`src/rtl/integer_to_radix_ascii_assert.svh`:
```
// ---------------------------------------------------------------------------
// integer_to_radix_ascii assertion macros
// Concurrent check wrappers shared by the conversion modules; they expand
// to nothing in synthesis builds.
// ---------------------------------------------------------------------------
`ifndef INTEGER_TO_RADIX_ASCII_ASSERT_SVH
`define INTEGER_TO_RADIX_ASCII_ASSERT_SVH
`ifndef SYNTHESIS
// condition must never be seen outside reset
`define ITRA_ASSERT_NEVER(name, clk, rst, expr) \
   name: assert property (@(posedge clk) disable iff (rst) !(expr)) \
      else $error("itra: forbidden condition seen");
// consequence must hold in the cycle after the antecedent
`define ITRA_ASSERT_NEXT(name, clk, rst, ante, cons) \
   name: assert property (@(posedge clk) disable iff (rst) (ante) |=> (cons)) \
      else $error("itra: expected follow-up missing");
`else
`define ITRA_ASSERT_NEVER(name, clk, rst, expr)
`define ITRA_ASSERT_NEXT(name, clk, rst, ante, cons)
`endif
`endif

```
`src/rtl/itra_pkg.sv`:
```
// ---------------------------------------------------------------------------
// itra_pkg
// Shared types, radix codes and character constants of the integer to
// radix ascii converter.
// ---------------------------------------------------------------------------
`timescale 1ns / 1ps
`default_nettype none

package itra_pkg;

   // width of the radix field
   localparam int RADIX_W = 5;

   // supported radix codes
   localparam logic [RADIX_W-1:0] RADIX_CODE_BIN = 5'd2;
   localparam logic [RADIX_W-1:0] RADIX_CODE_OCT = 5'd8;
   localparam logic [RADIX_W-1:0] RADIX_CODE_DEC = 5'd10;
   localparam logic [RADIX_W-1:0] RADIX_CODE_HEX = 5'd16;

   // fixed characters of prefix and sign
   localparam logic [7:0] CHAR_ZERO  = 8'h30;
   localparam logic [7:0] CHAR_X     = 8'h78;
   localparam logic [7:0] CHAR_B     = 8'h62;
   localparam logic [7:0] CHAR_MINUS = 8'h2D;

   // digit glyphs, upper case hex
   localparam logic [7:0] DIGIT_GLYPHS [16] = '{
      8'h30, 8'h31, 8'h32, 8'h33, 8'h34, 8'h35, 8'h36, 8'h37,
      8'h38, 8'h39, 8'h41, 8'h42, 8'h43, 8'h44, 8'h45, 8'h46
   };

   typedef enum logic [1:0] {
      RADIX_BIN = 2'd0,
      RADIX_OCT = 2'd1,
      RADIX_DEC = 2'd2,
      RADIX_HEX = 2'd3
   } radix_kind_type;

   // per-item control passed from the front end to the converter
   typedef struct packed {
      radix_kind_type kind;
      logic           negative;
   } conv_meta_type;

   function automatic logic [7:0] digit_glyph(input logic [3:0] digit);
      return DIGIT_GLYPHS[digit];
   endfunction

endpackage

`default_nettype wire

```
`src/rtl/integer_to_radix_ascii.sv`:
```
// ---------------------------------------------------------------------------
// integer_to_radix_ascii
// Converts a signed integer to ascii text in radix 2, 8, 10 or 16.
//
// req channel: one beat per conversion, value and radix in tdata. A radix
// other than 2, 8, 10 or 16 is taken and produces no output.
// rsp channel: one beat per character, most significant digit first, with
// prefix "0x", "0b" or "0" and a leading '-' for negative decimals; tlast
// marks the final character of each conversion.
// Rate: the converter works on one item at a time; for decimal it first runs
// a bit-serial binary to bcd conversion over all VALUE_WIDTH bits. The bcd
// loop and the one-character-per-cycle output, while rsp is ready, set it.
// A two-entry queue lets the input side take items while a conversion runs.
// Reset clears the queue, the sequencer and the output stage.
// A stalled rsp side holds its beat and pauses the converter; req keeps
// being taken until the queue is full.
// ---------------------------------------------------------------------------
`timescale 1ns / 1ps
`default_nettype none

module integer_to_radix_ascii
   import itra_pkg::*;
#(
   parameter int VALUE_WIDTH = 32
) (
   input  logic                                            clock,
   input  logic                                            reset,
   input  logic                                            req_tvalid,
   output logic                                            req_tready,
   // fields from bit 0: value, radix, zero fill
   input  logic [((VALUE_WIDTH + RADIX_W + 7) / 8) * 8 - 1:0] req_tdata,
   output logic                                            rsp_tvalid,
   input  logic                                            rsp_tready,
   // fields from bit 0: out_char
   output logic [7:0]                                      rsp_tdata,
   output logic                                            rsp_tlast
);

   localparam int META_W = $bits(conv_meta_type);
   localparam int QW     = VALUE_WIDTH + META_W;

   logic                   push;
   logic [VALUE_WIDTH-1:0] push_mag;
   conv_meta_type          push_meta;
   logic                   queue_full;
   logic                   queue_empty;
   logic                   pop;
   logic [QW-1:0]          pop_word;
   conv_meta_type          pop_meta;

   // input decode and classification
   itra_front #(
      .VALUE_WIDTH(VALUE_WIDTH)
   ) u_front (
      .in_valid  (req_tvalid),
      .in_ready  (req_tready),
      .value     (req_tdata[VALUE_WIDTH-1:0]),
      .radix     (req_tdata[VALUE_WIDTH+RADIX_W-1:VALUE_WIDTH]),
      .queue_full(queue_full),
      .push      (push),
      .push_mag  (push_mag),
      .push_meta (push_meta)
   );

   // queue between front end and converter
   itra_queue #(
      .WIDTH(QW)
   ) u_queue (
      .clock    (clock),
      .reset    (reset),
      .push     (push),
      .push_data({push_meta, push_mag}),
      .full     (queue_full),
      .pop      (pop),
      .pop_data (pop_word),
      .empty    (queue_empty)
   );

   assign pop_meta = pop_word[QW-1 -: META_W];

   // conversion and character output
   itra_back #(
      .VALUE_WIDTH(VALUE_WIDTH)
   ) u_back (
      .clock    (clock),
      .reset    (reset),
      .q_empty  (queue_empty),
      .q_mag    (pop_word[VALUE_WIDTH-1:0]),
      .q_meta   (pop_meta),
      .pop      (pop),
      .rsp_valid(rsp_tvalid),
      .rsp_ready(rsp_tready),
      .rsp_char (rsp_tdata),
      .rsp_last (rsp_tlast)
   );

endmodule

`default_nettype wire

```
`src/rtl/itra_front.sv`:
```
// ---------------------------------------------------------------------------
// itra_front
// Input side: takes request beats, decodes the radix, drops unsupported
// radices and forms the magnitude to convert.
// ---------------------------------------------------------------------------
`timescale 1ns / 1ps
`default_nettype none

module itra_front
   import itra_pkg::*;
#(
   parameter int VALUE_WIDTH = 32
) (
   input  logic                   in_valid,
   output logic                   in_ready,
   input  logic [VALUE_WIDTH-1:0] value,
   input  logic [RADIX_W-1:0]     radix,
   input  logic                   queue_full,
   output logic                   push,
   output logic [VALUE_WIDTH-1:0] push_mag,
   output conv_meta_type          push_meta
);

   radix_kind_type kind;
   logic           supported;

   // radix decode
   always_comb begin
      kind      = RADIX_BIN;
      supported = 1'b1;
      case (radix)
         RADIX_CODE_BIN: kind = RADIX_BIN;
         RADIX_CODE_OCT: kind = RADIX_OCT;
         RADIX_CODE_DEC: kind = RADIX_DEC;
         RADIX_CODE_HEX: kind = RADIX_HEX;
         default:        supported = 1'b0;
      endcase
   end

   // unsupported beats are taken and dropped
   assign in_ready = !queue_full;
   assign push     = in_valid && !queue_full && supported;

   // only decimal shows a sign; the rest convert the raw pattern
   assign push_meta.kind     = kind;
   assign push_meta.negative = (kind == RADIX_DEC) && value[VALUE_WIDTH-1];
   assign push_mag = push_meta.negative ? (~value + VALUE_WIDTH'(1)) : value;

endmodule

`default_nettype wire

```
`src/rtl/itra_queue.sv`:
```
// ---------------------------------------------------------------------------
// itra_queue
// Two-entry queue between the front end and the converter.
// ---------------------------------------------------------------------------
`timescale 1ns / 1ps
`default_nettype none
`include "integer_to_radix_ascii_assert.svh"

module itra_queue #(
   parameter int WIDTH = 35
) (
   input  logic             clock,
   input  logic             reset,
   input  logic             push,
   input  logic [WIDTH-1:0] push_data,
   output logic             full,
   input  logic             pop,
   output logic [WIDTH-1:0] pop_data,
   output logic             empty
);

   localparam int DEPTH = 2;
   localparam int PTR_W = $clog2(DEPTH);
   localparam int CNT_W = $clog2(DEPTH + 1);

   logic [WIDTH-1:0] slot_ff [DEPTH];
   logic [PTR_W-1:0] wr_ptr_ff, wr_ptr_in;
   logic [PTR_W-1:0] rd_ptr_ff, rd_ptr_in;
   logic [CNT_W-1:0] count_ff, count_in;

   assign full     = (count_ff == CNT_W'(DEPTH));
   assign empty    = (count_ff == '0);
   assign pop_data = slot_ff[rd_ptr_ff];

   // pointer and fill count update
   always_comb begin
      wr_ptr_in = push ? wr_ptr_ff + PTR_W'(1) : wr_ptr_ff;
      rd_ptr_in = pop ? rd_ptr_ff + PTR_W'(1) : rd_ptr_ff;
      count_in  = count_ff;
      if (push && !pop) begin
         count_in = count_ff + CNT_W'(1);
      end else if (pop && !push) begin
         count_in = count_ff - CNT_W'(1);
      end
   end

   always_ff @(posedge clock) begin
      if (reset) begin
         wr_ptr_ff <= '0;
         rd_ptr_ff <= '0;
         count_ff  <= '0;
      end else begin
         wr_ptr_ff <= wr_ptr_in;
         rd_ptr_ff <= rd_ptr_in;
         count_ff  <= count_in;
      end
   end

   // entry storage
   always_ff @(posedge clock) begin
      if (push) begin
         slot_ff[wr_ptr_ff] <= push_data;
      end
   end

   `ITRA_ASSERT_NEVER(a_no_overflow, clock, reset, push && full)
   `ITRA_ASSERT_NEVER(a_no_underflow, clock, reset, pop && empty)
   `ITRA_ASSERT_NEXT(a_push_counts, clock, reset, push && !pop, count_ff == $past(count_ff) + CNT_W'(1))

endmodule

`default_nettype wire

```
`src/rtl/itra_back.sv`:
```
// ---------------------------------------------------------------------------
// itra_back
// Converter: takes one queued item, builds its digit string (bit-serial
// binary to bcd for decimal), skips leading zeros and sends prefix, sign
// and digits through a registered output stage.
// ---------------------------------------------------------------------------
`timescale 1ns / 1ps
`default_nettype none
`include "integer_to_radix_ascii_assert.svh"

module itra_back
   import itra_pkg::*;
#(
   parameter int VALUE_WIDTH = 32
) (
   input  logic                   clock,
   input  logic                   reset,
   input  logic                   q_empty,
   input  logic [VALUE_WIDTH-1:0] q_mag,
   input  conv_meta_type          q_meta,
   output logic                   pop,
   output logic                   rsp_valid,
   input  logic                   rsp_ready,
   output logic [7:0]             rsp_char,
   output logic                   rsp_last
);

   // digit counts per radix
   localparam int ND_BIN = VALUE_WIDTH;
   localparam int ND_OCT = (VALUE_WIDTH + 2) / 3;
   localparam int ND_HEX = (VALUE_WIDTH + 3) / 4;
   localparam int ND_DEC = (VALUE_WIDTH * 30103) / 100000 + 1;
   localparam int BCD_W  = 4 * ND_DEC;
   localparam int OCT_W  = 3 * ND_OCT;
   localparam int HEX_W  = 4 * ND_HEX;
   localparam int WIDE_W = (BCD_W > HEX_W) ? BCD_W : HEX_W;
   localparam int WORK_W = (WIDE_W > OCT_W) ? WIDE_W : OCT_W;
   localparam int SH_BIN = WORK_W - VALUE_WIDTH;
   localparam int SH_OCT = WORK_W - OCT_W;
   localparam int SH_HEX = WORK_W - HEX_W;
   localparam int CNT_W  = $clog2(VALUE_WIDTH + 1);

   typedef enum logic [5:0] {
      S_IDLE = 6'b000001,
      S_CONV = 6'b000010,
      S_SKIP = 6'b000100,
      S_PFX0 = 6'b001000,
      S_PFX1 = 6'b010000,
      S_EMIT = 6'b100000
   } state_type;

   state_type              state_ff, state_in;
   radix_kind_type         kind_ff, kind_in;
   logic                   neg_ff, neg_in;
   logic [WORK_W-1:0]      work_ff, work_in;
   logic [VALUE_WIDTH-1:0] bin_ff, bin_in;
   logic [CNT_W-1:0]       cnt_ff, cnt_in;
   logic                   rsp_valid_ff, rsp_valid_in;
   logic [7:0]             rsp_char_ff, rsp_char_in;
   logic                   rsp_last_ff, rsp_last_in;

   logic                   slot_free;
   logic                   beat_load;
   logic [WORK_W-1:0]      load_pow2;
   logic [CNT_W-1:0]       nd_pow2;
   logic [BCD_W-1:0]       bcd_adj;
   logic [WORK_W-1:0]      work_conv;
   logic [3:0]             top_digit;
   logic [WORK_W-1:0]      work_shift;

   assign slot_free = !rsp_valid_ff || rsp_ready;

   // left-aligned digit string for the power-of-two radices
   always_comb begin
      case (q_meta.kind)
         RADIX_BIN: begin
            load_pow2 = WORK_W'(q_mag) << SH_BIN;
            nd_pow2   = CNT_W'(ND_BIN);
         end
         RADIX_OCT: begin
            load_pow2 = WORK_W'(q_mag) << SH_OCT;
            nd_pow2   = CNT_W'(ND_OCT);
         end
         default: begin
            load_pow2 = WORK_W'(q_mag) << SH_HEX;
            nd_pow2   = CNT_W'(ND_HEX);
         end
      endcase
   end

   // one double-dabble step: add three to each bcd digit above four, shift in
   always_comb begin
      for (int i = 0; i < ND_DEC; i++) begin
         if (work_ff[WORK_W-1-4*i -: 4] > 4'd4) begin
            bcd_adj[BCD_W-1-4*i -: 4] = work_ff[WORK_W-1-4*i -: 4] + 4'd3;
         end else begin
            bcd_adj[BCD_W-1-4*i -: 4] = work_ff[WORK_W-1-4*i -: 4];
         end
      end
      work_conv = '0;
      work_conv[WORK_W-1 -: BCD_W] = {bcd_adj[BCD_W-2:0], bin_ff[VALUE_WIDTH-1]};
   end

   // leading digit and digit shift by radix
   always_comb begin
      case (kind_ff)
         RADIX_BIN: begin
            top_digit  = {3'b000, work_ff[WORK_W-1]};
            work_shift = work_ff << 1;
         end
         RADIX_OCT: begin
            top_digit  = {1'b0, work_ff[WORK_W-1 -: 3]};
            work_shift = work_ff << 3;
         end
         default: begin
            top_digit  = work_ff[WORK_W-1 -: 4];
            work_shift = work_ff << 4;
         end
      endcase
   end

   // sequencer
   always_comb begin
      state_in    = state_ff;
      kind_in     = kind_ff;
      neg_in      = neg_ff;
      work_in     = work_ff;
      bin_in      = bin_ff;
      cnt_in      = cnt_ff;
      pop         = 1'b0;
      beat_load   = 1'b0;
      rsp_char_in = rsp_char_ff;
      rsp_last_in = 1'b0;
      case (state_ff)
         S_IDLE: begin
            if (!q_empty) begin
               pop     = 1'b1;
               kind_in = q_meta.kind;
               neg_in  = q_meta.negative;
               if (q_meta.kind == RADIX_DEC) begin
                  work_in  = '0;
                  bin_in   = q_mag;
                  cnt_in   = CNT_W'(VALUE_WIDTH);
                  state_in = S_CONV;
               end else begin
                  work_in  = load_pow2;
                  cnt_in   = nd_pow2;
                  state_in = S_SKIP;
               end
            end
         end
         S_CONV: begin
            work_in = work_conv;
            bin_in  = bin_ff << 1;
            cnt_in  = cnt_ff - CNT_W'(1);
            if (cnt_ff == CNT_W'(1)) begin
               cnt_in   = CNT_W'(ND_DEC);
               state_in = S_SKIP;
            end
         end
         S_SKIP: begin
            if (cnt_ff > CNT_W'(1) && top_digit == 4'd0) begin
               work_in = work_shift;
               cnt_in  = cnt_ff - CNT_W'(1);
            end else if (kind_ff == RADIX_DEC && !neg_ff) begin
               state_in = S_EMIT;
            end else begin
               state_in = S_PFX0;
            end
         end
         S_PFX0: begin
            if (slot_free) begin
               beat_load   = 1'b1;
               rsp_char_in = (kind_ff == RADIX_DEC) ? CHAR_MINUS : CHAR_ZERO;
               if (kind_ff == RADIX_BIN || kind_ff == RADIX_HEX) begin
                  state_in = S_PFX1;
               end else begin
                  state_in = S_EMIT;
               end
            end
         end
         S_PFX1: begin
            if (slot_free) begin
               beat_load   = 1'b1;
               rsp_char_in = (kind_ff == RADIX_HEX) ? CHAR_X : CHAR_B;
               state_in    = S_EMIT;
            end
         end
         S_EMIT: begin
            if (slot_free) begin
               beat_load   = 1'b1;
               rsp_char_in = digit_glyph(top_digit);
               rsp_last_in = (cnt_ff == CNT_W'(1));
               work_in     = work_shift;
               cnt_in      = cnt_ff - CNT_W'(1);
               if (cnt_ff == CNT_W'(1)) begin
                  state_in = S_IDLE;
               end
            end
         end
         default: begin
            state_in = S_IDLE;
         end
      endcase
   end

   // output stage valid
   assign rsp_valid_in = beat_load ? 1'b1 : (rsp_ready ? 1'b0 : rsp_valid_ff);

   always_ff @(posedge clock) begin
      if (reset) begin
         state_ff     <= S_IDLE;
         rsp_valid_ff <= 1'b0;
      end else begin
         state_ff     <= state_in;
         rsp_valid_ff <= rsp_valid_in;
      end
   end

   // working registers and output payload
   always_ff @(posedge clock) begin
      kind_ff <= kind_in;
      neg_ff  <= neg_in;
      work_ff <= work_in;
      bin_ff  <= bin_in;
      cnt_ff  <= cnt_in;
      if (beat_load) begin
         rsp_char_ff <= rsp_char_in;
         rsp_last_ff <= rsp_last_in;
      end
   end

   assign rsp_valid = rsp_valid_ff;
   assign rsp_char  = rsp_char_ff;
   assign rsp_last  = rsp_last_ff;

   `ITRA_ASSERT_NEXT(a_last_ends_item, clock, reset, beat_load && rsp_last_in, state_ff == S_IDLE)
   `ITRA_ASSERT_NEVER(a_emit_has_digit, clock, reset, (state_ff == S_EMIT) && (cnt_ff == '0))

endmodule

`default_nettype wire
```
`config.mk`:
```
export PLATFORM = sky130hd
export DESIGN_NAME = integer_to_radix_ascii
export DESIGN_NICKNAME = d
export VERILOG_FILES = /design/src/rtl/itra_pkg.sv /design/src/rtl/integer_to_radix_ascii.sv /design/src/rtl/itra_front.sv /design/src/rtl/itra_queue.sv /design/src/rtl/itra_back.sv
export VERILOG_INCLUDE_DIRS = /design/src /design/src/rtl
export SDC_FILE = /design/constraint.sdc
export NUM_CORES = 1
export LEC_CHECK = 0
export BUFFER_PORTS_ARGS = -buffer_cell sky130_fd_sc_hd__buf_2
export CAP_MARGIN = 20
export CORE_MARGIN = 1
export CORE_UTILIZATION = 35
export DETAILED_ROUTE_END_ITERATION = 16
export HOLD_SLACK_MARGIN = 0.12
export SKIP_LAST_GASP = 1
export SYNTH_ARGS = -nofsm -noshare
export SYNTH_HDL_FRONTEND = slang
export SYNTH_SLANG_ARGS = --single-unit
```
`constraint.sdc`:
```
create_clock -name clock -period 6.95 [get_ports clock]
set_input_delay 0.3475 -clock clock [delete_from_list [all_inputs] [get_ports clock]]
set_output_delay 0.3475 -clock clock [all_outputs]
set_load 0.02 [all_outputs]
```
==> report_table.html <==
<table>
<tr><th>Metric</th><th>Value</th></tr>
<tr><th colspan="2">Outcome</th></tr>
<tr><td>Status</td><td>finished clean</td></tr>
<tr><th colspan="2">Logic synthesis</th></tr>
<tr><td>Count of state elements after synthesis</td><td>171</td></tr>
<tr><td>Synthesized area per cell</td><td>between 10 and 15 sq um</td></tr>
<tr><td>Portion of the post-synthesis area used by sequential elements</td><td>0.524</td></tr>
<tr><td>Count of distinct cell types in the synthesized netlist</td><td>69</td></tr>
<tr><td>Area contributors post-synth</td><td>sky130_fd_sc_hd__edfxtp_1, sky130_fd_sc_hd__a21oi_1, sky130_fd_sc_hd__nor2_1, sky130_fd_sc_hd__xnor2_1, sky130_fd_sc_hd__dfxtp_1</td></tr>
<tr><td>Synthesized instance count</td><td>895</td></tr>
<tr><td>Most frequently used flop master after synthesis</td><td>sky130_fd_sc_hd__edfxtp_1</td></tr>
<tr><td>Proportion of netlist area held by the largest area contributor</td><td>0.499</td></tr>
<tr><td>Number of synthesized flops with an enable pin</td><td>about 160</td></tr>
<tr><td>Fraction of synthesis flops using an asynchronous set or reset pin</td><td>0</td></tr>
<tr><td>Cell taking the most area after synthesis</td><td>sky130_fd_sc_hd__edfxtp_1</td></tr>
<tr><td>Number of warnings issued by yosys</td><td>0</td></tr>
<tr><td>Area of the mapped netlist</td><td>between 9000 and 10,000 sq um</td></tr>
<tr><td>Synthesized netlist net count</td><td>roughly 960</td></tr>
<tr><th colspan="2">Critical path</th></tr>
<tr><td>Flop-to-flop setup slack</td><td>3.71 ns</td></tr>
<tr><td>CP delay by family, top</td><td>buffers and inverters</td></tr>
<tr><td>Required time of the critical path</td><td>~7 ns</td></tr>
<tr><td>Critical path depth in cells</td><td>8</td></tr>
<tr><td>Depth of the worst register-to-register path</td><td>8</td></tr>
<tr><td>Startpoint-to-endpoint class of the critical path</td><td>flop to flop</td></tr>
<tr><td>Worst R2R End</td><td>u_back.work_ff[38]$_DFFE_PP_</td></tr>
<tr><td>Worst path max stage delay</td><td>about 0.6 ns</td></tr>
<tr><td>Maximum fanout along the worst path</td><td>46</td></tr>
<tr><td>Worst r2r src</td><td>u_back.kind_ff[1]$_DFFE_PP_</td></tr>
<tr><td>Arrival time at the worst endpoint</td><td>around 3.3 ns</td></tr>
<tr><td>Launching element of the worst setup path</td><td>u_back.kind_ff[1]$_DFFE_PP_</td></tr>
<tr><td>Buffering stage count on the worst path with inverters included</td><td>3</td></tr>
<tr><td>Worst-path cell chain</td><td>inv_1 -&gt; ha_2 -&gt; buf_4 -&gt; nor2b_1 -&gt; o31ai_1 -&gt; a31oi_1 -&gt; nor3_2 -&gt; buf_4</td></tr>
<tr><td>Cell type with the highest occurrence count on the critical path</td><td>sky130_fd_sc_hd__buf_4</td></tr>
<tr><td>Cell with the largest stage delay on the worst path</td><td>sky130_fd_sc_hd__ha_2</td></tr>
<tr><td>CP startpoint kind</td><td>flop</td></tr>
<tr><td>Critical path capture point type</td><td>flop</td></tr>
<tr><th colspan="2">Hold path</th></tr>
<tr><td>Min-Delay Startpoint</td><td>req_tdata[0]</td></tr>
<tr><td>Hold Path Depth</td><td>1</td></tr>
<tr><td>Min-Delay Endpoint</td><td>u_queue.slot_ff[0][0]$_DFFE_PP_</td></tr>
<tr><td>Min-delay worst type</td><td>input port to flop</td></tr>
<tr><th colspan="2">Final layout</th></tr>
<tr><td>ANT cells</td><td>0</td></tr>
<tr><td>Layout cell share with drive strength beyond 1</td><td>0.140</td></tr>
<tr><td>Final nets</td><td>around 980</td></tr>
<tr><td>Post-route cell area</td><td>between 10,000 and 15,000 sq um</td></tr>
<tr><td>Area growth, synth to finish</td><td>12.1%</td></tr>
<tr><td>Multi-input combinational cell area</td><td>4170 sq um</td></tr>
<tr><td># fillers</td><td>roughly 2,600</td></tr>
<tr><td>Area taken by flip-flops and latches</td><td>approximately 5000 sq um</td></tr>
<tr><th colspan="2">Routing</th></tr>
<tr><td>Final WL</td><td>about 21 mm</td></tr>
<tr><td>Iteration count of the initial detailed-routing pass</td><td>7</td></tr>
<tr><td>Vias</td><td>7,036</td></tr>
<tr><td>Mean routed wirelength per cell</td><td>approximately 17 um</td></tr>
<tr><td>Met3 layer wire length in the routed design</td><td>roughly 940 um</td></tr>
<tr><td>Uppermost routed layer</td><td>met4</td></tr>
<tr><td>First DRT Iteration DRCs</td><td>606</td></tr>
<tr><td>Met1 Routed Length</td><td>10.3 mm</td></tr>
<tr><td>DRT antenna net count</td><td>0</td></tr>
<tr><td>Met2 routed WL</td><td>~9.7 mm</td></tr>
<tr><td>Via density per instance</td><td>approximately 5.5</td></tr>
<tr><td>Total DRC errors in the routed layout</td><td>0</td></tr>
<tr><th colspan="2">Placement</th></tr>
<tr><td>Setup Slack @ Placement</td><td>about 3.6 ns</td></tr>
<tr><td># port buffers</td><td>50</td></tr>
<tr><td>Final HPWL from detailed placement</td><td>~14 mm</td></tr>
<tr><td>Placement Cell Area</td><td>approximately 10,000 sq um</td></tr>
<tr><td>GP Congestion</td><td>around 0.8</td></tr>
<tr><th colspan="2">Clocking</th></tr>
<tr><td>Number of buffers inserted by hold repair at cts</td><td>0</td></tr>
<tr><td>CTS tree</td><td>built</td></tr>
<tr><td>Largest buffer count on any clock path</td><td>2</td></tr>
<tr><td>Clock sinks</td><td>about 170</td></tr>
<tr><td>PostCTS Resize Cnt</td><td>0</td></tr>
<tr><td>Number of CTS-inserted buffers</td><td>17</td></tr>
<tr><td>Worst-skew pair later-pin latency</td><td>between 0.4 and 0.5 ns</td></tr>
<tr><td>Clock transition at path regs</td><td>around 0.07 ns</td></tr>
<tr><td>Cell at the root of the clock tree</td><td>sky130_fd_sc_hd__clkbuf_16</td></tr>
<tr><td>CTS H-tree depth</td><td>4</td></tr>
<tr><td>Postcts setup bufs</td><td>0</td></tr>
<tr><th colspan="2">Timing</th></tr>
<tr><td>Slew margin rel.</td><td>0.318</td></tr>
<tr><td>Post-route clock period utilization</td><td>0.467</td></tr>
<tr><td>Max-slew violation total from the final report</td><td>0</td></tr>
<tr><td>Final hold viol count</td><td>0</td></tr>
<tr><td>FMAX</td><td>roughly 310 MHz</td></tr>
<tr><td>Clock skew after layout</td><td>about 0.0097 ns</td></tr>
<tr><td>Final setup TNS</td><td>0 ns</td></tr>
<tr><td>Measured slew at the worst slew-check pin</td><td>1.02 ns</td></tr>
<tr><td>Setup repair after global routing missed its margin</td><td>false</td></tr>
<tr><td>Final critical-path setup slack</td><td>around 3.7 ns</td></tr>
<tr><td>Post-route minimum period</td><td>3.24 ns</td></tr>
<tr><td>Total of endpoints with negative setup slack in the final report</td><td>0</td></tr>
<tr><th colspan="2">Global routing</th></tr>
<tr><td>Total gr overflow</td><td>0</td></tr>
<tr><td>Largest net degree at the start of global routing</td><td>approximately 80</td></tr>
<tr><td>Total Routing Usage GR</td><td>0.156</td></tr>
<tr><td>Vias in the first global route</td><td>around 6,500</td></tr>
<tr><td>Number of antenna violations at the first check in global routing</td><td>0</td></tr>
<tr><td>Global-route wire length before repair</td><td>approximately 35 mm</td></tr>
<tr><th colspan="2">Floorplan</th></tr>
<tr><td>Area of the die</td><td>28,000 sq um</td></tr>
<tr><td>Die width</td><td>between 150 and 200 um</td></tr>
<tr><td>Top Ports</td><td>55</td></tr>
<tr><td>Vertical die dimension</td><td>between 150 and 200 um</td></tr>
<tr><td>Count of standard-cell rows</td><td>60</td></tr>
<tr><td>Placeable core region</td><td>between 20,000 and 30,000 sq um</td></tr>
<tr><td>Initial core utilization</td><td>0.356</td></tr>
<tr><th colspan="2">Power and ir drop</th></tr>
<tr><td>Leakage power figure</td><td>3.78 nW</td></tr>
<tr><td>Pwr dens</td><td>between 400 and 500 nW/um^2</td></tr>
<tr><td>Max IR drop VDD</td><td>229 uV</td></tr>
<tr><th colspan="2">Flow run</th></tr>
<tr><td>Total of max-cap violations</td><td>0</td></tr>
</table>
metal layers:
metal / vias up / track usage
met3: 23 / 0.0225
met5: - / 0
li1: 3456 / -
met2: 175 / 0.245
met4: 0 / 0.0535
met1: 3382 / 0.219
how the worst max path moves through the flow:
stage | end | slack [ns]
6_report | u_back.work_ff[38]$_DFFE_PP_ | 3.71
4_1_cts | u_back.bin_ff[5]$_DFFE_PP_ | 3.61
3_3_place_gp | u_back.bin_ff[2]$_DFFE_PP_ | 3.69
3_5_place_dp | u_back.bin_ff[2]$_DFFE_PP_ | 3.60
5_1_grt | u_back.work_ff[2]$_DFFE_PP_ | 3.45
2_1_floorplan | u_back.cnt_ff[0]$_DFFE_PP_ | 2.14
cells by family after synthesis:
logic type / synth area share
simple gates: 0.132
buf+inv: 0.0438
compound gates: 0.187
fa+ha+maj: 0.0235
xor+xnor: 0.0439
flops: 0.524
mux: 0.0452
other cells: 0.000392
state kept, by name, indices dropped and copies added, names as in the netlist, named ones only:
name / flops
u_queue.rd_ptr_ff: 1
u_back.bin_ff: 32
u_back.neg_ff: 1
u_queue.wr_ptr_ff: 1
u_back.rsp_valid: 1
u_queue.slot_ff: 70
u_back.work_ff: 40
u_back.rsp_char: 7
u_queue.count_ff: 2
u_back.rsp_last: 1
u_back.state_ff: 6
u_back.cnt_ff: 6
u_back.kind_ff: 2
power by group:
part           switching, mW  internal, mW
Sequential             0.307          1.51
Combinational          0.941         0.639
Clock                  0.438         0.548
per-stage QoR:
stage	hold slack, ns	total power [mW]	std cells	util
2_1_floorplan	0.446	3.01	895	-
6_report	0.137	4.38	1276	0.399
4_1_cts	0.127	4.39	1275	0.399
5_1_grt	0.135	4.68	1276	0.399
3_3_place_gp	0.499	3.38	1243	0.376
3_5_place_dp	0.498	3.40	1243	0.376
cell type report:
cell class,instances,area share
sequential,171,0.467
multi-input combinational,627,0.389
clock buffer,18,0.0400
tap,341,0.0398
timing repair buffer,60,0.0315
clock inverter,14,0.0170
inverter,45,0.0157
placed cells by master (no fill, tap or decap), types with 4 or more instances in the layout:
cell type,count
sky130_fd_sc_hd__nand3_1,11
sky130_fd_sc_hd__inv_6,4
sky130_fd_sc_hd__buf_4,9
sky130_fd_sc_hd__a31oi_1,7
sky130_fd_sc_hd__edfxtp_1,159
sky130_fd_sc_hd__nand2_1,32
sky130_fd_sc_hd__and2_1,6
sky130_fd_sc_hd__buf_2,50
sky130_fd_sc_hd__a221o_1,11
sky130_fd_sc_hd__nor4_1,5
sky130_fd_sc_hd__mux2i_1,16
sky130_fd_sc_hd__clkbuf_16,17
sky130_fd_sc_hd__o32ai_1,7
sky130_fd_sc_hd__mux2_2,21
sky130_fd_sc_hd__nor2_1,107
sky130_fd_sc_hd__o22ai_1,19
sky130_fd_sc_hd__or3_1,7
sky130_fd_sc_hd__inv_1,44
sky130_fd_sc_hd__nand2b_1,7
sky130_fd_sc_hd__nor2b_1,4
sky130_fd_sc_hd__a221oi_1,6
sky130_fd_sc_hd__dfxtp_1,11
sky130_fd_sc_hd__a22o_1,26
sky130_fd_sc_hd__xor2_1,19
sky130_fd_sc_hd__a21oi_1,94
sky130_fd_sc_hd__xnor2_1,29
sky130_fd_sc_hd__a22oi_1,10
sky130_fd_sc_hd__o221ai_1,11
sky130_fd_sc_hd__o211ai_1,5
sky130_fd_sc_hd__o31ai_1,11
sky130_fd_sc_hd__nor3b_1,20
sky130_fd_sc_hd__nor3_1,23
sky130_fd_sc_hd__ha_1,17
sky130_fd_sc_hd__o21ai_0,41
Yosys cell counts, types with 3 or more instances:
cell                         n
sky130_fd_sc_hd__a22o_1     26
sky130_fd_sc_hd__xor2_1     19
sky130_fd_sc_hd__nor4_1      5
sky130_fd_sc_hd__o32ai_1     7
sky130_fd_sc_hd__nor3_1     24
sky130_fd_sc_hd__a31oi_1     7
sky130_fd_sc_hd__or4_1       3
sky130_fd_sc_hd__o221ai_1   11
sky130_fd_sc_hd__a211o_1     3
sky130_fd_sc_hd__a221oi_1    6
sky130_fd_sc_hd__inv_1      44
sky130_fd_sc_hd__dfxtp_1    12
sky130_fd_sc_hd__mux2_2     21
sky130_fd_sc_hd__clkbuf_1   27
sky130_fd_sc_hd__a21o_1      3
sky130_fd_sc_hd__o211ai_1    5
sky130_fd_sc_hd__a22oi_1    10
sky130_fd_sc_hd__buf_1       6
sky130_fd_sc_hd__nand3b_1    3
sky130_fd_sc_hd__o31ai_1    11
sky130_fd_sc_hd__or3_1       7
sky130_fd_sc_hd__nand4b_1    3
sky130_fd_sc_hd__ha_1       18
sky130_fd_sc_hd__nand3_1    11
sky130_fd_sc_hd__buf_4       5
sky130_fd_sc_hd__nor3b_1    20
sky130_fd_sc_hd__o21ai_0    41
sky130_fd_sc_hd__o22ai_1    19
sky130_fd_sc_hd__edfxtp_1  159
sky130_fd_sc_hd__mux2i_1    16
sky130_fd_sc_hd__xnor2_1    29
sky130_fd_sc_hd__nor2_1    108
sky130_fd_sc_hd__buf_2      11
sky130_fd_sc_hd__and2_1      6
sky130_fd_sc_hd__nor2b_1     5
sky130_fd_sc_hd__nand2b_1    7
sky130_fd_sc_hd__a221o_1    11
sky130_fd_sc_hd__a21oi_1    95
sky130_fd_sc_hd__buf_6       3
sky130_fd_sc_hd__nand2_1    32
(Power assumes the default switching activity.)
